## src/design/tcq_pkg.sv

```systemverilog
// ----------------------------------------------------------------------------
// tcq_pkg
// Shared widths, types and codes for the two-class ticket queue.
// ----------------------------------------------------------------------------
package tcq_pkg;

	localparam int QUEUE_DEPTH = 16;
	localparam int TICKET_BITS = 16;

	localparam int PTR_W      = (QUEUE_DEPTH > 1) ? $clog2(QUEUE_DEPTH) : 1;
	localparam int CNT_W      = $clog2(QUEUE_DEPTH + 1);
	localparam int SUM_W      = CNT_W + 1;
	localparam int AGE_W      = 8;
	localparam int STREAK_W   = 4;
	localparam int STATUS_W   = 3;
	localparam int OUT_TKT_W  = 16;
	localparam int CFG_IDX_W  = 1;
	localparam int CFG_DATA_W = 8;

	typedef logic [PTR_W-1:0]       ptr_t;
	typedef logic [CNT_W-1:0]       cnt_t;
	typedef logic [TICKET_BITS-1:0] ticket_t;
	typedef logic [AGE_W-1:0]       age_t;
	typedef logic [STREAK_W-1:0]    streak_t;
	typedef logic [STATUS_W-1:0]    status_t;
	typedef logic [OUT_TKT_W-1:0]   out_ticket_t;
	typedef logic [CFG_IDX_W-1:0]   cfg_idx_t;
	typedef logic [CFG_DATA_W-1:0]  cfg_data_t;

	localparam streak_t STREAK_MAX = '1;

	localparam age_t    THRESHOLD_RST    = AGE_W'(60);
	localparam streak_t STREAK_LIMIT_RST = STREAK_W'(3);

	localparam cfg_idx_t REG_THRESHOLD    = CFG_IDX_W'(0);
	localparam cfg_idx_t REG_STREAK_LIMIT = CFG_IDX_W'(1);

	localparam status_t ST_ISSUED_PRIO = STATUS_W'(0);
	localparam status_t ST_ISSUED_REG  = STATUS_W'(1);
	localparam status_t ST_INVALID     = STATUS_W'(2);
	localparam status_t ST_FULL        = STATUS_W'(3);
	localparam status_t ST_SERVED_PRIO = STATUS_W'(4);
	localparam status_t ST_SERVED_REG  = STATUS_W'(5);
	localparam status_t ST_NONE        = STATUS_W'(6);

	// circular increment of a read pointer
	function automatic ptr_t ptr_inc(input ptr_t p);
		ptr_t r;
		if (p == PTR_W'(QUEUE_DEPTH - 1)) begin
			r = '0;
		end else begin
			r = p + PTR_W'(1);
		end
		return r;
	endfunction

	// write slot: head + count, wrapped at the queue depth
	function automatic ptr_t tail_of(input ptr_t head, input cnt_t count);
		logic [SUM_W-1:0] sum;
		ptr_t r;
		sum = SUM_W'(head) + SUM_W'(count);
		if (sum >= SUM_W'(QUEUE_DEPTH)) begin
			r = PTR_W'(sum - SUM_W'(QUEUE_DEPTH));
		end else begin
			r = PTR_W'(sum);
		end
		return r;
	endfunction

	// low bits of a ticket as reported on the result channel
	function automatic out_ticket_t ticket_out(input ticket_t t);
		logic [31:0] wide;
		wide = 32'(t);
		return wide[OUT_TKT_W-1:0];
	endfunction

endpackage

```

## src/design/tcq_req_if.sv

```systemverilog
// ----------------------------------------------------------------------------
// tcq_req_if
// Request channel: issue or call items with valid/ready handshake.
// ----------------------------------------------------------------------------
interface tcq_req_if;
	import tcq_pkg::*;

	logic valid;
	logic ready;
	logic kind;
	age_t age;

	modport source (output valid, output kind, output age, input ready);
	modport sink   (input valid, input kind, input age, output ready);
endinterface

```

## src/design/tcq_rsp_if.sv

```systemverilog
// ----------------------------------------------------------------------------
// tcq_rsp_if
// Result channel: status and ticket with valid/ready handshake.
// ----------------------------------------------------------------------------
interface tcq_rsp_if;
	import tcq_pkg::*;

	logic        valid;
	logic        ready;
	status_t     status;
	out_ticket_t ticket;

	modport source (output valid, output status, output ticket, input ready);
	modport sink   (input valid, input status, input ticket, output ready);
endinterface

```

## src/design/two_class_queue_starvation_limit_core.sv

```systemverilog
// ----------------------------------------------------------------------------
// two_class_queue_starvation_limit_core
// Issue results, and results of calls with nothing waiting, go straight into
//   the result register; a call that pops a ticket first passes the synchronous
//   memory read (S_READ). One issue per cycle while the result register is free;
//   no new item is taken in S_READ. arst_n clears counters, pointers and config
//   to their defaults; queue memories are not cleared (only written slots read).
// ----------------------------------------------------------------------------
module two_class_queue_starvation_limit_core (
	input  logic               clk,
	input  logic               arst_n,
	input  logic               cfg_we,
	input  tcq_pkg::cfg_idx_t  cfg_index,
	input  tcq_pkg::cfg_data_t cfg_data,
	tcq_req_if.sink            req,
	tcq_rsp_if.source          rsp
);
	import tcq_pkg::*;

	// sequencer: idle, or waiting on the memory read of a call
	localparam logic S_IDLE = 1'b0;
	localparam logic S_READ = 1'b1;

	logic state_q;

	// config registers
	age_t    threshold_q;
	streak_t streak_limit_q;

	// queue bookkeeping
	ptr_t    prio_head_q;
	cnt_t    prio_count_q;
	ptr_t    reg_head_q;
	cnt_t    reg_count_q;
	streak_t streak_q;
	ticket_t next_ticket_q;

	// queue memories, one synchronous read port each
	ticket_t prio_mem [QUEUE_DEPTH];
	ticket_t reg_mem  [QUEUE_DEPTH];
	ticket_t prio_rd_q;
	ticket_t reg_rd_q;
	logic    serve_reg_s1;   // which memory the pending call reads

	// result register
	logic        out_valid_q;
	status_t     out_status_q;
	out_ticket_t out_ticket_q;

	logic    out_free;
	logic    accept;
	logic    is_issue;
	logic    is_call;
	logic    age_zero;
	logic    to_prio;
	logic    full;
	logic    push_ok;
	logic    prio_we;
	logic    reg_we;
	ptr_t    prio_tail;
	ptr_t    reg_tail;
	logic    none_waiting;
	logic    serve_reg;
	logic    pop_prio;
	logic    pop_reg;
	logic    load_now;
	status_t now_status;
	ticket_t now_ticket;

	// ---------------------------------------------------------------
	// Handshake. A new item is taken only in idle and when the result
	// register is empty or being drained in this cycle.
	// ---------------------------------------------------------------
	assign out_free  = !out_valid_q || rsp.ready;
	assign req.ready = (state_q == S_IDLE) && out_free;
	assign accept    = req.valid && req.ready;
	assign is_issue  = accept && !req.kind;
	assign is_call   = accept && req.kind;

	// ---------------------------------------------------------------
	// Issue path: route by age, refuse on zero age or a full line.
	// ---------------------------------------------------------------
	assign age_zero  = (req.age == '0);
	assign to_prio   = (req.age >= threshold_q);
	assign full      = to_prio ? (prio_count_q == CNT_W'(QUEUE_DEPTH))
	                           : (reg_count_q == CNT_W'(QUEUE_DEPTH));
	assign push_ok   = is_issue && !age_zero && !full;
	assign prio_we   = push_ok && to_prio;
	assign reg_we    = push_ok && !to_prio;
	assign prio_tail = tail_of(prio_head_q, prio_count_q);
	assign reg_tail  = tail_of(reg_head_q, reg_count_q);

	// ---------------------------------------------------------------
	// Call path: priority first, unless the streak has reached its
	// limit and a regular ticket waits, or the priority line is empty.
	// ---------------------------------------------------------------
	assign none_waiting = (prio_count_q == '0) && (reg_count_q == '0);
	assign serve_reg    = (reg_count_q != '0) &&
	                      ((streak_q >= streak_limit_q) || (prio_count_q == '0));
	assign pop_reg      = is_call && serve_reg;
	assign pop_prio     = is_call && !none_waiting && !serve_reg;

	// results that are known in the accept cycle
	assign load_now = is_issue || (is_call && none_waiting);

	always_comb begin
		now_status = ST_NONE;
		now_ticket = '0;
		if (!req.kind) begin
			if (age_zero) begin
				now_status = ST_INVALID;
			end else if (full) begin
				now_status = ST_FULL;
			end else begin
				now_status = to_prio ? ST_ISSUED_PRIO : ST_ISSUED_REG;
				now_ticket = next_ticket_q;
			end
		end
	end

	// ---------------------------------------------------------------
	// Memories: write at the tail on issue, read at the head on call.
	// The read data register holds the entry at the pre-pop head.
	// ---------------------------------------------------------------
	always_ff @(posedge clk) begin
		if (prio_we) begin
			prio_mem[prio_tail] <= next_ticket_q;
		end
		if (pop_prio) begin
			prio_rd_q <= prio_mem[prio_head_q];
		end
	end

	always_ff @(posedge clk) begin
		if (reg_we) begin
			reg_mem[reg_tail] <= next_ticket_q;
		end
		if (pop_reg) begin
			reg_rd_q <= reg_mem[reg_head_q];
		end
	end

	always_ff @(posedge clk) begin
		if (is_call) begin
			serve_reg_s1 <= serve_reg;
		end
	end

	// ---------------------------------------------------------------
	// Control state
	// ---------------------------------------------------------------
	always_ff @(posedge clk or negedge arst_n) begin
		if (!arst_n) begin
			state_q        <= S_IDLE;
			threshold_q    <= THRESHOLD_RST;
			streak_limit_q <= STREAK_LIMIT_RST;
			prio_head_q    <= '0;
			prio_count_q   <= '0;
			reg_head_q     <= '0;
			reg_count_q    <= '0;
			streak_q       <= '0;
			next_ticket_q  <= '0;
			out_valid_q    <= 1'b0;
		end else begin
			if (cfg_we) begin
				case (cfg_index)
					REG_THRESHOLD:    threshold_q    <= AGE_W'(cfg_data);
					REG_STREAK_LIMIT: streak_limit_q <= STREAK_W'(cfg_data);
					default:          ;
				endcase
			end

			case (state_q)
				S_IDLE: begin
					if (pop_prio || pop_reg) begin
						state_q <= S_READ;
					end
				end
				S_READ: begin
					state_q <= S_IDLE;
				end
				default: begin
					state_q <= S_IDLE;
				end
			endcase

			if (push_ok) begin
				next_ticket_q <= next_ticket_q + TICKET_BITS'(1);
			end
			if (prio_we) begin
				prio_count_q <= prio_count_q + CNT_W'(1);
			end
			if (reg_we) begin
				reg_count_q <= reg_count_q + CNT_W'(1);
			end

			if (pop_prio) begin
				prio_head_q  <= ptr_inc(prio_head_q);
				prio_count_q <= prio_count_q - CNT_W'(1);
				if (streak_q != STREAK_MAX) begin
					streak_q <= streak_q + STREAK_W'(1);
				end
			end
			if (pop_reg) begin
				reg_head_q  <= ptr_inc(reg_head_q);
				reg_count_q <= reg_count_q - CNT_W'(1);
				streak_q    <= '0;
			end

			if (load_now || (state_q == S_READ)) begin
				out_valid_q <= 1'b1;
			end else if (rsp.ready) begin
				out_valid_q <= 1'b0;
			end
		end
	end

	// result payload
	always_ff @(posedge clk) begin
		if (load_now) begin
			out_status_q <= now_status;
			out_ticket_q <= ticket_out(now_ticket);
		end else if (state_q == S_READ) begin
			out_status_q <= serve_reg_s1 ? ST_SERVED_REG : ST_SERVED_PRIO;
			out_ticket_q <= ticket_out(serve_reg_s1 ? reg_rd_q : prio_rd_q);
		end
	end

	assign rsp.valid  = out_valid_q;
	assign rsp.status = out_status_q;
	assign rsp.ticket = out_ticket_q;

endmodule
```

## src/flat_wrapper.sv

```systemverilog
// flat-port wrapper written by rule: the top's interface ports become plain ports
module two_class_queue_starvation_limit_core_flat import tcq_pkg::*;
  (clk, arst_n, cfg_we, cfg_index, cfg_data, req_valid, req_kind, req_age, req_ready, rsp_valid, rsp_status, rsp_ticket, rsp_ready);
  tcq_req_if req_i ();
  tcq_rsp_if rsp_i ();
  input  logic clk;
  input  logic arst_n;
  input  logic cfg_we;
  input  tcq_pkg::cfg_idx_t cfg_index;
  input  tcq_pkg::cfg_data_t cfg_data;
  input wire logic [$bits(req_i.valid)-1:0] req_valid;
  input wire logic [$bits(req_i.kind)-1:0] req_kind;
  input wire logic [$bits(req_i.age)-1:0] req_age;
  output wire logic [$bits(req_i.ready)-1:0] req_ready;
  output wire logic [$bits(rsp_i.valid)-1:0] rsp_valid;
  output wire logic [$bits(rsp_i.status)-1:0] rsp_status;
  output wire logic [$bits(rsp_i.ticket)-1:0] rsp_ticket;
  input wire logic [$bits(rsp_i.ready)-1:0] rsp_ready;
  assign req_i.valid = req_valid;
  assign req_i.kind = req_kind;
  assign req_i.age = req_age;
  assign req_ready = req_i.ready;
  assign rsp_valid = rsp_i.valid;
  assign rsp_status = rsp_i.status;
  assign rsp_ticket = rsp_i.ticket;
  assign rsp_i.ready = rsp_ready;
  two_class_queue_starvation_limit_core u_core (.clk(clk), .arst_n(arst_n), .cfg_we(cfg_we), .cfg_index(cfg_index), .cfg_data(cfg_data), .req(req_i), .rsp(rsp_i));
endmodule
```

## config.mk

```make
export PLATFORM = sky130hd
export DESIGN_NAME = two_class_queue_starvation_limit_core_flat
export DESIGN_NICKNAME = d
export VERILOG_FILES = /design/src/design/tcq_pkg.sv /design/src/design/tcq_req_if.sv /design/src/design/tcq_rsp_if.sv /design/src/design/two_class_queue_starvation_limit_core.sv /design/src/flat_wrapper.sv
export SDC_FILE = /design/constraint.sdc
export NUM_CORES = 1
export LEC_CHECK = 0
export ABC_AREA = 1
export BUFFER_PORTS_ARGS = -buffer_cell sky130_fd_sc_hd__buf_4
export CAP_MARGIN = 5
export CORE_MARGIN = 8
export CORE_UTILIZATION = 39
export CTS_CLUSTER_DIAMETER = 40
export DETAILED_ROUTE_END_ITERATION = 7
export PLACE_DENSITY = 0.62
export SYNTH_ARGS = -nofsm -noshare
export SYNTH_HDL_FRONTEND = slang
export SYNTH_SLANG_ARGS = --single-unit
```

## constraint.sdc

```tcl
create_clock -name clk -period 3.4 [get_ports clk]
set_clock_uncertainty 0.05 [all_clocks]
set_input_delay 0.68 -clock clk [delete_from_list [all_inputs] [get_ports clk]]
set_output_delay 0.68 -clock clk [all_outputs]
set_load 0.005 [all_outputs]
```

Word-level counts from Yosys, hierarchy flattened
Memory sizes are Yosys's and may differ from the RTL's. A register that Yosys moved wholly into a read port is not among the register bits.
Index checks and enable logic that the tools add are counted.
{"block": "totals", "ff_bits": 72, "ramBits": 512, "inputBits": 23, "output_inout_bits": 21, "elab_cells": 110, "mem_count": 2}
{"memory": "u_core.prio_mem", "depth": 16, "width": 16, "read_ports": 1, "rd_ports_with_merged_regs": 1, "write_ports": 1, "line_no": "two_class_queue_starvation_limit_core.sv:39", "source": "ticket_t prio_mem [QUEUE_DEPTH];"}
{"memory": "u_core.reg_mem", "depth": 16, "width": 16, "read_ports": 1, "rd_ports_with_merged_regs": 1, "write_ports": 1, "line_no": "two_class_queue_starvation_limit_core.sv:40", "source": "ticket_t reg_mem [QUEUE_DEPTH];"}
{"block": "op_classes", "n_addsub": 12, "n_lt_le_gt_ge": 4, "n_eq_ne": 5, "mux": 33, "bitwise_logic": 2, "reduce_logical": 39}
{"cell": "2-to-1 mux 16 bit", "n": 6}
{"cell": "2-to-1 mux 4 bit", "n": 7}
{"cell": "2-to-1 mux 5 bit", "n": 4}
{"cell": "adder 16 x 1 -> 16 bit, second input constant", "n": 1}
{"cell": "2-to-1 mux 3 bit", "n": 5}
{"cell": "logical AND 1 bit", "n": 14}
{"cell": "adder 4 x 1 -> 4 bit, second input constant", "n": 3}
{"cell": "adder 4 x 5 -> 6 bit", "n": 2}
{"cell": ">= comparator 6 x 5 -> 1 bit, second input constant", "n": 2}
{"cell": "nonzero test 2 bit", "n": 6}
{"cell": "adder 5 x 1 -> 5 bit, second input constant", "n": 2}
{"cell": "equality test 5 bit, second input constant", "n": 2}
{"cell": "zero test 5 bit", "n": 2}
{"cell": "2-to-1 mux 1 bit", "n": 10}
{"cell": "subtractor 5 x 1 -> 5 bit, second input constant", "n": 2}
{"cell": "equality test 4 bit, second input constant", "n": 2}
{"cell": ">= comparator 8 bit", "n": 1}
{"cell": "zero test 8 bit", "n": 1}
{"cell": "subtractor 4 x 1 -> 4 bit, second input constant", "n": 2}
{"cell": "zero test 1 bit", "n": 7}
{"cell": "AND reduction 2 bit", "n": 3}
{"cell": "logical OR 1 bit", "n": 5}
{"cell": "nonzero test 5 bit", "n": 1}
{"cell": ">= comparator 4 bit", "n": 1}
{"cell": "other kinds (3)", "n": 4}

Logic depth before layout (Yosys ltp)
Gate-level depths: netlist of the first run.
{"block": "depth", "ltp_word": 10, "mapped_depth": 18, "depth_no_buf": 18}

Worst setup path after synthesis of the first run
OpenSTA, ideal clock, no wires.
{"block": "synth_timing", "path_type": "input to register", "startpoint": "input req_age[1]", "endpoint": "memory u_core.reg_mem[0][0] in the netlist's numbering (enable)", "setup_time_ps": 409, "arrival_ps": 2768, "t_required_ps": 2941, "slack_ps": 173, "path_stages": 11, "path_buffers": 0, "path_cell_list": "ha_1 -> nand2_1 -> nand3_1 -> nand2_1 -> nand2_1 -> nand2_1 -> nand2_1 -> nand2_1 -> nand2_2 -> nand4_1 -> nor3_1"}
{"block": "synth_between", "elab_chain_len": 7, "elab_cells_between_ends": 11, "classes_between": "order compare (1); mux (3); reduce/logical (7)"}
{"item": "from (decl)", "line_no": "flat_wrapper.sv:13", "source": "input wire logic [$bits(req_i.age)-1:0] req_age;"}
{"item": ">= comparator 8 bit / zero test 8 bit (equally long branches)", "line_no": "two_class_queue_starvation_limit_core.sv:84, two_class_queue_starvation_limit_core.sv:83"}
{"item": "2-to-1 mux 1 bit / zero test 1 bit (equally long branches)", "line_no": "two_class_queue_starvation_limit_core.sv:85, two_class_queue_starvation_limit_core.sv:87"}
{"item": "zero test 1 bit / logical AND 1 bit (equally long branches)", "line_no": "two_class_queue_starvation_limit_core.sv:87", "source": "assign push_ok = is_issue && !age_zero && !full;"}
{"item": "logical AND 1 bit", "line_no": "two_class_queue_starvation_limit_core.sv:87"}
{"item": "logical AND 1 bit *", "line_no": "two_class_queue_starvation_limit_core.sv:89", "source": "assign reg_we = push_ok && !to_prio;"}
{"item": "2-to-1 mux 1 bit *", "line_no": "two_class_queue_starvation_limit_core.sv:135", "source": "if (reg_we) begin"}
{"item": "2-to-1 mux 1 bit (implied by the code) *", "line_no": "two_class_queue_starvation_limit_core.sv:136", "source": "reg_mem[reg_tail] <= next_ticket_q;"}
{"item": "to (decl)", "line_no": "two_class_queue_starvation_limit_core.sv:40"}
Every way passes the cells marked *; elsewhere a longest branch is shown, timed or not.

Worst setup path in the final report of the first run
{"block": "layout_timing", "startpoint": "register u_core.streak_limit_q[1]", "endpoint": "register u_core.reg_count_q[4]"}
{"block": "layout_between", "elab_chain_len": 5, "elab_cells_between_ends": 6, "classes_between": "order compare (1); mux (1); reduce/logical (4)"}
{"item": "from (decl)", "line_no": "two_class_queue_starvation_limit_core.sv:28", "source": "streak_t streak_limit_q;"}
{"item": "from (signal assigned)", "line_no": "two_class_queue_starvation_limit_core.sv:168", "source": "REG_STREAK_LIMIT: streak_limit_q <= STREAK_W'(cfg_data);"}
{"item": ">= comparator 4 bit *", "line_no": "two_class_queue_starvation_limit_core.sv:99", "source": "((streak_q >= streak_limit_q) || (prio_count_q == '0));"}
{"item": "logical OR 1 bit *", "line_no": "two_class_queue_starvation_limit_core.sv:99"}
{"item": "logical AND 1 bit *", "line_no": "two_class_queue_starvation_limit_core.sv:98", "source": "assign serve_reg = (reg_count_q != '0) &&"}
{"item": "logical AND 1 bit *", "line_no": "two_class_queue_starvation_limit_core.sv:100", "source": "assign pop_reg = is_call && serve_reg;"}
{"item": "2-to-1 mux 5 bit / nonzero test 2 bit (equally long branches)"}
{"item": "to (signal assigned)", "line_no": "two_class_queue_starvation_limit_core.sv:194", "source": "reg_count_q <= reg_count_q + CNT_W'(1);"}
{"item": "to (signal assigned)", "line_no": "two_class_queue_starvation_limit_core.sv:206", "source": "reg_count_q <= reg_count_q - CNT_W'(1);"}
{"item": "to (decl)", "line_no": "two_class_queue_starvation_limit_core.sv:34", "source": "cnt_t reg_count_q;"}
Marks and branches as above.
A chain may end at the register's enable or synchronous reset.

==> impl_metrics.py, run 1 <==
metrics = {
    "detailed_routing": {
        "drt_wl_total_mm": 65.00,
        "via_per_inst": 5.468,
        "drcViolationCount": 0,
        "first_pass_iters": 6,
        "post_drt_wl_per_cell_um": 21.75,
        "detail_route.iter0.violations": 1951,
        "route.vias.total": 16345,
        "remaining_antenna_violation_count": 0,
    },
    "final_layout": {
        "synthToLayoutAreaGrowth_pct": 16.29,
        "layout.cell_area.non_filler_um2": 29360,
        "nNetsFinal": 2135,
        "final.fill_count": 5680,
        "area.sequential_um2": 18260,
        "antennaDiodeCount": 0,
        "multi_input_comb_area_um2": 6251,
        "layout-drive-gt1-share": 0.1345,
    },
    "setup_path": {
        "critPathLaunchType": "flop",
        "crit_required_ns": 3.88,
        "crit_path_max_fanout": 10,
        "cp_data_arrival_time_ns": 3.29,
        "setup.worst_path.class": "reg -> reg",
        "setup.worst_path.end_class": "flop",
    },
    "global_routing": {
        "global_route.overflow_total": 0,
        "globalRouteMet2Util": 0.2634,
        "grt_start_max_net_pins": 102,
        "grt_use_met3": 0.03841,
        "grt-busiest-layer": "met2",
        "grt_usage": 0.1726,
        "grt_pass1_vias": 15707,
        "grt_antenna_before_repair": 3,
        "met1_usage": 0.2392,
        "grt_pass1_wl_mm": 97.62,
    },
    "sta": {
        "timing.final.max_slew_violations": 0,
        "grt_setup_unrepaired": "no",
        "final-hold-violation-count": 0,
        "fin_tns_setup_ns": 0,
        "finalSetupViolCount": 0,
        "top_achievable_clock_speed_mhz": 356.4,
        "final_min_period_over_clock_period": 0.8252,
        "relSlewSlack": 0.3419,
        "worst_slew_pin_slew_ns": 0.9872,
        "final.min_clock_period_ns": 2.806,
    },
    "synth": {
        "post_synth_num_cell_types": 47,
        "synth-edff-count": 564,
        "synth-warning-count": 0,
        "syn-num-nets": 2033,
        "postSynthRegisterBits": 616,
        "synth_top_area_share": 0.6709,
        "synthFlopType": "sky130_fd_sc_hd__edfxtp_1",
        "ys_top_cells_by_area": "sky130_fd_sc_hd__edfxtp_1 67%, sky130_fd_sc_hd__nand2_1 4.7%, sky130_fd_sc_hd__dfrtp_1 4.6%",
        "yosysSeqAreaShare": 0.7227,
        "syn_area_per_cell_um2": 12.76,
        "syn_area_um2": 25250,
        "async_reset_ff_frac": 0.08442,
        "syn-instance-count": 1978,
        "synthDominantAreaCellType": "sky130_fd_sc_hd__edfxtp_1",
    },
    "clock_tree": {
        "post_cts_resize_count": 0,
        "number_of_buffers_inserted_by_hold_repair_at_cts": 0,
        "clk-insertion-delay-late_ns": 0.60,
        "cts_tree": "built",
        "clk_transition_reported_paths_ns": 0.06,
        "cts_post_setup_buffers_inserted": 0,
        "clock_tree_root_driver_cell": "sky130_fd_sc_hd__clkbuf_16",
        "htree_num_levels": 3,
        "clock_tree.buffer_depth": 3,
        "numClockSinks": 616,
        "tritoncts.num_buffers": 73,
    },
    "floorplanning": {
        "floorplan.initialDensity": 0.3930,
        "fp-row-count": 93,
        "dieArea_um2": 73130,
        "ioPinCount": 44,
        "die_width_um": 270.4,
        "chipHeight_um": 270.4,
        "floorplan.core_area_um2": 64230,
    },
    "worst_hold_path": {
        "worst_hold_path_type": "in -> async",
    },
    "power": {
        "total_leakage_power_nw": 10.63,
        "power.total_w": 0.02557,
        "ir_drop_uv": 552.1,
        "power_density_nw_per_um2": 871.0,
    },
    "placed_design": {
        "place.detailed.hpwl_mm": 40.22,
        "gp_congestion": 0.8808,
        "port_buffers": 43,
        "post_dp_cell_area_um2": 26890,
    },
    "status": {
        "status": "finished, final reports clean",
    },
    "flow_run": {
        "drv.max_cap_violation_count": 0,
    },
}
metal layers:
layer,part of all wire,vias to the layer above
li1,-,7440
met2,0.45,756
met5,0.00020,-
met1,0.43,8035
met3,0.093,112
met4,0.030,2
cells by family (layout without fill, tap and decap cells):
group / count (synthesis) / count (layout) / synth area share
flops: 616 / 616 / 0.7227
fa+ha+maj: 32 / 32 / 0.01705
buf+inv: 184 / 340 / 0.03048
xor+xnor: 24 / 24 / 0.008326
compound gates: 377 / 377 / 0.09194
simple gates: 713 / 713 / 0.1168
mux: 32 / 32 / 0.01269
state kept, by name (all words and copies together), names as in the netlist, 3 cells and up:
signal / cells
u_core.reg_count_q: 5
u_core.next_ticket_q: 16
u_core.threshold_q: 8
u_core.rsp.status: 3
u_core.prio_mem: 256
u_core.prio_head_q: 4
u_core.reg_rd_q: 16
u_core.reg_mem: 256
u_core.reg_head_q: 4
u_core.prio_count_q: 5
u_core.prio_rd_q: 16
u_core.streak_limit_q: 4
u_core.rsp.ticket: 16
u_core.streak_q: 4
report_power, final:
part / leakage, nW / switching [W] / internal, W
clock: 1.19 / 0.00315 / 0.00476
combinational: 3.47 / 0.00557 / 0.00215
sequential: 5.97 / 0.000513 / 0.00943
critical path, cell delays in order, from the launching register on:
cell	delay [ns]
sky130_fd_sc_hd__dfstp_2	0.53
sky130_fd_sc_hd__inv_1	0.04
sky130_fd_sc_hd__ha_1	0.28
sky130_fd_sc_hd__nand2_1	0.05
sky130_fd_sc_hd__nand2_1	0.05
sky130_fd_sc_hd__nand2_1	0.05
sky130_fd_sc_hd__nand4_1	0.07
sky130_fd_sc_hd__nand2_2	0.10
sky130_fd_sc_hd__nor2_2	0.19
sky130_fd_sc_hd__inv_2	0.13
sky130_fd_sc_hd__fa_1	0.47
sky130_fd_sc_hd__o21ai_0	0.27
sky130_fd_sc_hd__xor2_1	0.21
sky130_fd_sc_hd__xnor2_1	0.13
sky130_fd_sc_hd__nand2_1	0.07
sky130_fd_sc_hd__nand2_1	0.06
synthesized netlist by cell type, types with 2 or more instances:
cell type,number
sky130_fd_sc_hd__inv_1,73
sky130_fd_sc_hd__ha_1,28
sky130_fd_sc_hd__nor2_4,2
sky130_fd_sc_hd__mux2i_1,32
sky130_fd_sc_hd__o22ai_1,26
sky130_fd_sc_hd__o21ai_0,161
sky130_fd_sc_hd__o221ai_1,39
sky130_fd_sc_hd__clkbuf_1,52
sky130_fd_sc_hd__buf_2,33
sky130_fd_sc_hd__nor3_2,2
sky130_fd_sc_hd__a221oi_1,19
sky130_fd_sc_hd__nor2_2,3
sky130_fd_sc_hd__clkinv_1,3
sky130_fd_sc_hd__nor2_1,260
sky130_fd_sc_hd__a21oi_1,50
sky130_fd_sc_hd__nand4_1,19
sky130_fd_sc_hd__nand3_1,83
sky130_fd_sc_hd__nor3_1,9
sky130_fd_sc_hd__nand2_1,317
sky130_fd_sc_hd__buf_1,7
sky130_fd_sc_hd__xor2_1,17
sky130_fd_sc_hd__inv_2,6
sky130_fd_sc_hd__or2_1,2
sky130_fd_sc_hd__nand2_2,5
sky130_fd_sc_hd__o21ai_1,28
sky130_fd_sc_hd__dfstp_2,6
sky130_fd_sc_hd__o211ai_1,7
sky130_fd_sc_hd__nor4_1,2
sky130_fd_sc_hd__a21o_1,3
sky130_fd_sc_hd__buf_4,10
sky130_fd_sc_hd__xnor2_1,7
sky130_fd_sc_hd__o32ai_1,38
sky130_fd_sc_hd__or2_2,3
sky130_fd_sc_hd__edfxtp_1,564
sky130_fd_sc_hd__fa_1,4
sky130_fd_sc_hd__dfrtp_1,46
sky130_fd_sc_hd__nand3_2,2
final timing paths:
check	start	cells after the start	slack, ns	to
max in group asynchronous	arst_n	1	2.63	u_core.reg_head_q[0]$_DFFE_PN0P_
worst min register to register	u_core.threshold_q[5]$_DFFE_PN1P_	2	0.44	u_core.threshold_q[5]$_DFFE_PN1P_
worst min-delay path	arst_n	1	0.10	u_core.prio_head_q[0]$_DFFE_PN0P_
min in group clk	cfg_data[4]	3	0.29	u_core.threshold_q[4]$_DFFE_PN1P_
worst max register to register	u_core.streak_limit_q[1]$_DFFE_PN1P_	15	0.59	u_core.reg_count_q[4]$_DFFE_PN0P_
worst max-delay path	u_core.streak_limit_q[1]$_DFFE_PN1P_	15	0.59	u_core.reg_count_q[4]$_DFFE_PN0P_
layout by cell type, fill, tap and decap left out, drive strengths merged, types with 5 or more instances in the layout:
cell type,Yosys,routed
edfxtp,564,564
nand2,323,323
nor2,265,265
o21ai,190,190
buf,50,129
inv,79,89
nand3,85,85
clkbuf,52,85
a21oi,51,51
dfrtp,46,46
o221ai,39,39
o32ai,38,38
mux2i,32,32
ha,28,28
o22ai,26,26
clkinv,3,22
nand4,19,19
a221oi,19,19
xor2,17,17
nor3,12,12
clkinvlp,0,8
o211ai,7,7
xnor2,7,7
bufinv,0,7
dfstp,6,6
or2,5,5
cell type report:
type	count	area share
Inverter	82	0.01057
Tap cell	855	0.03644
Clock inverter	44	0.01662
Multi-Input combinational cell	1178	0.2129
Sequential cell	616	0.6218
Clock buffer	85	0.06734
Timing Repair Buffer	129	0.03427
metrics by stage:
| stage | cells | worst slack, ns | utilization | hold slack [ns] |
|---|---|---|---|---|
| after floorplan | 1978 | 0.1726 | - | 0.3344 |
| after global placement | 2860 | 0.3700 | 0.4187 | 0.4244 |
| after detailed placement | 2860 | 0.3256 | 0.4187 | 0.4310 |
| after CTS | 2989 | 0.5970 | 0.4571 | 0.1018 |
| after global routing | 2989 | 0.3474 | 0.4571 | 0.1513 |
| final | 2989 | 0.5943 | 0.4571 | 0.1034 |
Power figures use the tool's default switching activity.
==> run 2: changes to the inputs <==
- clock period: 3.4 -> 2.9 ns (I/O delays scaled with it)
==> impl_metrics.py, run 2 (synthesis gave the netlist of run 1 again) <==
metrics = {
    "status": {
        "status": "finished, final reports clean",
    },
    "setup_path": {
        "setup.worst_path.end_class": "flop",
        "critPathLaunchType": "flop",
        "cp_data_arrival_time_ns": 3.16,
        "critical_path.slowest_cell": "sky130_fd_sc_hd__dfstp_2",
        "crit_required_ns": 3.38,
        "ordered_list_of_cells_on_the_worst_path": "inv_1, ha_1, nand2_1, nand2_1, nand2_1, nand4_1, nand2_2, nor2_2, inv_2, fa_1, o21ai_1, xor2_1, xnor2_1, nand2_1, nand2_1",
        "setup.worst_path.class": "reg -> reg",
        "critical_path.max_stage_delay_ns": 0.52,
        "dominant_delay_contributor_by_cell_family_on_the_critical_path": "adder cells",
        "crit_path_max_fanout": 10,
        "critical-path-top-cell-by-count": "sky130_fd_sc_hd__nand2_1",
        "cp_num_buf_inv": 2,
    },
    "power": {
        "ir_drop_uv": 423.2,
        "pwr-share-clk": 0.297,
        "sequential_group_share_of_total_power": 0.387,
        "proportion_of_total_power_due_to_net_switching": 0.3636,
        "power_density_nw_per_um2": 1012,
        "combinationalPowerShare": 0.316,
        "total_leakage_power_nw": 10.64,
        "p_switching_w": 0.01082,
        "cellInternalPower_w": 0.01894,
    },
    "global_routing": {
        "grt_start_max_net_pins": 132,
        "grt_pass1_wl_mm": 99.22,
        "grt_usage": 0.1773,
        "grt_pass1_vias": 15803,
        "grt_antenna_before_repair": 1,
        "global_route.overflow_total": 0,
    },
    "clock_tree": {
        "clock_tree_root_driver_cell": "sky130_fd_sc_hd__clkbuf_16",
        "clk-insertion-delay-late_ns": 0.61,
        "clk_transition_reported_paths_ns": 0.06,
        "htree_num_levels": 3,
        "tritoncts.num_buffers": 70,
        "clock_tree.buffer_depth": 3,
        "cts_post_setup_buffers_inserted": 0,
        "cts_tree": "built",
        "numClockSinks": 616,
    },
    "flow_run": {
        "drv.max_cap_violation_count": 0,
    },
    "final_layout": {
        "layout-drive-gt1-share": 0.1351,
        "antennaDiodeCount": 0,
        "final_util": 0.4581,
        "layout.cells.most_common_list": "564 x sky130_fd_sc_hd__edfxtp_1, 317 x sky130_fd_sc_hd__nand2_1, 260 x sky130_fd_sc_hd__nor2_1",
        "synthToLayoutAreaGrowth_pct": 16.56,
        "nNetsFinal": 2141,
        "layout.cells.most_common": "sky130_fd_sc_hd__edfxtp_1",
        "reg_top3": "u_core.prio_mem x256, u_core.reg_mem x256",
        "final.fill_count": 5671,
        "area.sequential_um2": 18260,
        "fin_cells": 2994,
        "multi_input_comb_area_um2": 6251,
    },
    "detailed_routing": {
        "post_drt_wl_per_cell_um": 22.14,
        "route.vias.total": 16507,
        "drcViolationCount": 0,
        "remaining_antenna_violation_count": 0,
        "via_per_inst": 5.513,
        "detail_route.iter0.violations": 1838,
        "drt_wl_total_mm": 66.27,
        "first_pass_iters": 5,
    },
    "floorplanning": {
        "ioPinCount": 44,
        "floorplan.initialDensity": 0.3930,
        "die_width_um": 270.4,
        "chipHeight_um": 270.4,
        "dieArea_um2": 73130,
        "floorplan.core_area_um2": 64230,
        "fp-row-count": 93,
    },
    "sta": {
        "worst_slew_pin_slew_ns": 0.7444,
        "top_achievable_clock_speed_mhz": 373.5,
        "grt_setup_unrepaired": "no",
        "final.min_clock_period_ns": 2.677,
        "fin_tns_setup_ns": 0,
        "final.setup.worst_slack_ns": 0.2226,
        "timing.final.max_slew_violations": 0,
        "final-hold-violation-count": 0,
        "relSlewSlack": 0.5037,
        "final_min_period_over_clock_period": 0.9233,
        "finalSetupViolCount": 0,
    },
    "placed_design": {
        "gp_congestion": 0.9301,
        "port_buffers": 43,
        "pre_cts_slack_ns": 0.09029,
        "numPlacedInstances": 2868,
        "place.detailed.hpwl_mm": 42.94,
    },
    "worst_hold_path": {
        "worst_hold_path_type": "in -> reg",
    },
}
run 2: cell types whose count changed in the layout (fill, tap and decap cells not counted), sizes merged:
cell	change
buf	+8
bufinv	-1
clkbuf	+1
clkinv	-1
clkinvlp	-1
dlygate4sd3	+1
inv	-2
run 2: cell type report:
| type | instances | area share |
|---|---|---|
| Multi-Input combinational cell | 1178 | 0.2124 |
| Clock buffer | 86 | 0.06476 |
| Timing Repair Buffer | 138 | 0.04082 |
| Inverter | 82 | 0.01054 |
| Sequential cell | 616 | 0.6204 |
| Clock inverter | 39 | 0.01471 |
| Tap cell | 855 | 0.03635 |
run 2: metal layers:
metal  track usage  vias to the layer above  wire, um
met4       0.06523                        0      1873
met3       0.04443                      113      6687
met5             0                        -         0
met1        0.2494                     8092     28260
li1              -                     7460         -
met2        0.2640                      842     29450
run 2: per-stage QoR:
| step | total power (W) | hold slack (ns) | area [um^2] |
|---|---|---|---|
| after floorplan | 0.01713 | 0.2344 | 25250 |
| after global placement | 0.02088 | 0.4243 | 27080 |
| after detailed placement | 0.02095 | 0.4314 | 27080 |
| after CTS | 0.02979 | 0.1453 | 29430 |
| after global routing | 0.03107 | 0.1706 | 29430 |
| final | 0.02977 | 0.1859 | 29430 |
run 2: power by group through the flow:
stage	registers, W	clock network [W]	logic (W)
3_3_place_gp	0.0117	0	0.00920
4_1_cts	0.0115	0.00899	0.00930
6_report	0.0115	0.00886	0.00940
5_1_grt	0.0116	0.00933	0.0102
3_5_place_dp	0.0117	0	0.00926
2_1_floorplan	0.0118	0	0.00537
run 2: worst paths after layout:
kind	to	cells past startpoint	slack, ns	start
worst max-delay path	u_core.reg_count_q[4]$_DFFE_PN0P_	15	0.22	u_core.streak_limit_q[1]$_DFFE_PN1P_
worst max register to register	u_core.reg_count_q[4]$_DFFE_PN0P_	15	0.22	u_core.streak_limit_q[1]$_DFFE_PN1P_
min in group asynchronous	u_core.rsp.valid$_DFFE_PN0P_	2	0.53	arst_n
worst min-delay path	u_core.threshold_q[4]$_DFFE_PN1P_	3	0.19	cfg_data[4]
worst min register to register	u_core.threshold_q[4]$_DFFE_PN1P_	2	0.43	u_core.threshold_q[4]$_DFFE_PN1P_
max in group asynchronous	u_core.prio_head_q[0]$_DFFE_PN0P_	2	1.70	arst_n
run 2: tightest hold or removal path, cell delays in order:
cell	delay, ns
sky130_fd_sc_hd__buf_4	0.11
sky130_fd_sc_hd__nor2_1	0.09
sky130_fd_sc_hd__a21oi_1	0.05
run 2: repair_timing:
action,in CTS,in global routing
resized for setup,0,1
endpoints found under the setup margin,0,1
hold buffers,1,0
endpoints found under the hold margin,5,0
==> run 3: changes to the inputs <==
- clock period: 2.9 -> 2.63 ns (I/O delays scaled with it)
==> impl_metrics.py, run 3 (synthesis gave the netlist of run 1 again) <==
metrics = {
    "floorplanning": {
        "die_width_um": 270.4,
        "dieArea_um2": 73130,
        "floorplan.initialDensity": 0.3930,
        "floorplan.core_area_um2": 64230,
        "chipHeight_um": 270.4,
        "fp-row-count": 93,
        "ioPinCount": 44,
    },
    "global_routing": {
        "grt_usage": 0.1815,
        "grt_pass1_wl_mm": 102.0,
        "global_route.overflow_total": 0,
        "grt_pass1_vias": 16350,
        "grt_start_max_net_pins": 101,
        "grt_antenna_before_repair": 1,
    },
    "worst_hold_path": {
        "whs_path_depth": 3,
        "worst_hold_path_type": "in -> reg",
        "hold_path_end": "u_core.threshold_q[5]$_DFFE_PN1P_",
        "min-delay-start": "cfg_data[5]",
    },
    "power": {
        "ir_drop_uv": 492.4,
        "total_leakage_power_nw": 11.08,
        "power_density_nw_per_um2": 1122,
        "power.total_w": 0.03442,
    },
    "final_layout": {
        "nNetsFinal": 2190,
        "area.sequential_um2": 18260,
        "reg_top3": "u_core.prio_mem x256, u_core.reg_mem x256",
        "antennaDiodeCount": 0,
        "synthToLayoutAreaGrowth_pct": 21.58,
        "fin_cells": 3049,
        "multi_input_comb_area_um2": 6661,
        "layout.cells.most_common": "sky130_fd_sc_hd__edfxtp_1",
        "layout.cells.most_common_list": "564 x sky130_fd_sc_hd__edfxtp_1, 309 x sky130_fd_sc_hd__nand2_1, 232 x sky130_fd_sc_hd__nor2_1",
        "final_util": 0.4779,
        "final.fill_count": 5518,
        "layout-drive-gt1-share": 0.1773,
    },
    "placed_design": {
        "gp_congestion": 0.9483,
        "place.detailed.hpwl_mm": 43.95,
        "numPlacedInstances": 2902,
        "port_buffers": 43,
    },
    "detailed_routing": {
        "drcViolationCount": 0,
        "route.vias.total": 16783,
        "first_pass_iters": 6,
        "drt_wl_total_mm": 68.16,
        "wl_met1_mm": 28.61,
        "met3_wirelength_mm": 6.440,
        "met2_length_mm": 31.31,
        "highest-signal-layer": "met4",
        "detail_route.iter0.violations": 1731,
        "post_drt_wl_per_cell_um": 22.36,
        "via_per_inst": 5.504,
        "remaining_antenna_violation_count": 0,
    },
    "setup_path": {
        "cp_data_arrival_time_ns": 2.83,
        "critical_path.slowest_cell": "sky130_fd_sc_hd__dfrtp_4",
        "r2r-start": "u_core.prio_head_q[1]$_DFFE_PN0P_",
        "cp_num_buf_inv": 4,
        "critical_path_cell_count": 11,
        "dominant_delay_contributor_by_cell_family_on_the_critical_path": "buffers and inverters",
        "setup.worst_path.class": "reg -> reg",
        "ordered_list_of_cells_on_the_worst_path": "ha_1, a21o_1, a21oi_2, inv_1, or2_4, a21oi_4, buf_4, nand2_1, buf_6, nor2_4, clkbuf_16",
        "setup.worst_path.end_class": "flop",
        "crit_path_max_fanout": 8,
        "critical_path.max_stage_delay_ns": 0.49,
        "crit_required_ns": 2.90,
        "ff2ff_setup_slack_ns": 0.08,
        "worstRegToRegCells": 11,
        "critPathLaunchType": "flop",
        "reg2reg_to": "u_core.prio_mem[1][7]$_DFFE_PP_",
    },
    "clock_tree": {
        "clk_transition_reported_paths_ns": 0.06,
        "htree_num_levels": 3,
        "numClockSinks": 616,
        "clk-insertion-delay-late_ns": 0.60,
        "clock_tree_root_driver_cell": "sky130_fd_sc_hd__clkbuf_16",
        "tritoncts.num_buffers": 73,
        "clock_tree.buffer_depth": 3,
        "cts_tree": "built",
    },
    "status": {
        "status": "finished, final reports clean",
    },
    "sta": {
        "final-hold-violation-count": 0,
        "hold-worst-slack_ns": 0.1289,
        "final_min_period_over_clock_period": 0.9713,
        "finalSetupViolCount": 0,
        "worst_slew_pin_slew_ns": 0.6831,
        "relSlewSlack": 0.5446,
        "top_achievable_clock_speed_mhz": 391.5,
        "grt_setup_unrepaired": "yes",
        "timing.final.max_slew_violations": 0,
        "final.min_clock_period_ns": 2.555,
        "fin_tns_setup_ns": 0,
    },
    "flow_run": {
        "drv.max_cap_violation_count": 0,
    },
}
==> run 3: changes by cell type in the layout (fill, tap and decap cells not counted), moves of 8 or more <==
cell,previous run,this run
sky130_fd_sc_hd__nor2_4,2,24
sky130_fd_sc_hd__buf_12,13,39
sky130_fd_sc_hd__clkbuf_16,73,81
sky130_fd_sc_hd__nor2_1,260,232
sky130_fd_sc_hd__buf_4,124,137
sky130_fd_sc_hd__nand2_1,317,309
==> run 3: cell type report <==
class / instances / area share
Sequential cell: 616 / 0.5948
Tap cell: 855 / 0.03485
Timing Repair Buffer: 184 / 0.06274
Clock inverter: 40 / 0.01362
Inverter: 82 / 0.01040
Multi-Input combinational cell: 1178 / 0.2170
Clock buffer: 94 / 0.06657
==> run 3: where the power goes <==
group / internal [W] / leakage (nW) / total (W) / switching, W
clock: 0.00608 / 1.18 / 0.0101 / 0.00406
sequential: 0.0122 / 5.97 / 0.0126 / 0.000428
combinational: 0.00348 / 3.92 / 0.0117 / 0.00819
total: 0.0218 / 11.1 / 0.0344 / 0.0127
==> run 3: what timing repair did <==
item,CTS,global route
pin swaps,3,8
buffers inserted,4,6
hold buffers,1,0
gates resized for setup,10,61
cloned,0,2
endpoints found under the hold margin,30,0
setup endpoints to repair,194,528
==> run 3: worst reg2reg max path, delay by kind of cell (launching register included) <==
family	cells	cell delay, ns
and+or+nand+nor	3	0.49
DFF	1	0.49
adders and majority gates	1	0.28
buffers and inverters	4	0.53
AOI/OAI and AO/OA	3	0.42
==> run 3: how the worst max path moves through the flow <==
stage	start	to	slack (ns)
2_1_floorplan	req_age[1]	u_core.reg_mem[2][0]$_DFFE_PP_	-0.44
3_3_place_gp	req_age[1]	u_core.prio_mem[4][7]$_DFFE_PP_	-0.32
3_5_place_dp	req_age[1]	u_core.prio_mem[4][8]$_DFFE_PP_	-0.33
4_1_cts	u_core.threshold_q[5]$_DFFE_PN1P_	u_core.prio_mem[13][13]$_DFFE_PP_	-0.02
5_1_grt	u_core.threshold_q[3]$_DFFE_PN1P_	u_core.reg_mem[4][13]$_DFFE_PP_	-0.02
6_report	u_core.prio_head_q[1]$_DFFE_PN0P_	u_core.prio_mem[1][7]$_DFFE_PP_	0.08
==> run 3: per-layer routing <==
metal | global-route usage | vias to the layer above
li1 | - | 7565
met1 | 0.2492 | 8336
met2 | 0.2800 | 769
met3 | 0.04337 | 113
met4 | 0.06396 | 0
met5 | 0 | -
==> run 3: stage by stage <==
step	worst slack (ns)	area, um^2
2_1_floorplan	-0.4434	25330
3_3_place_gp	-0.3195	27680
3_5_place_dp	-0.3348	27680
4_1_cts	-0.01817	30280
5_1_grt	-0.02208	30690
6_report	0.07543	30690
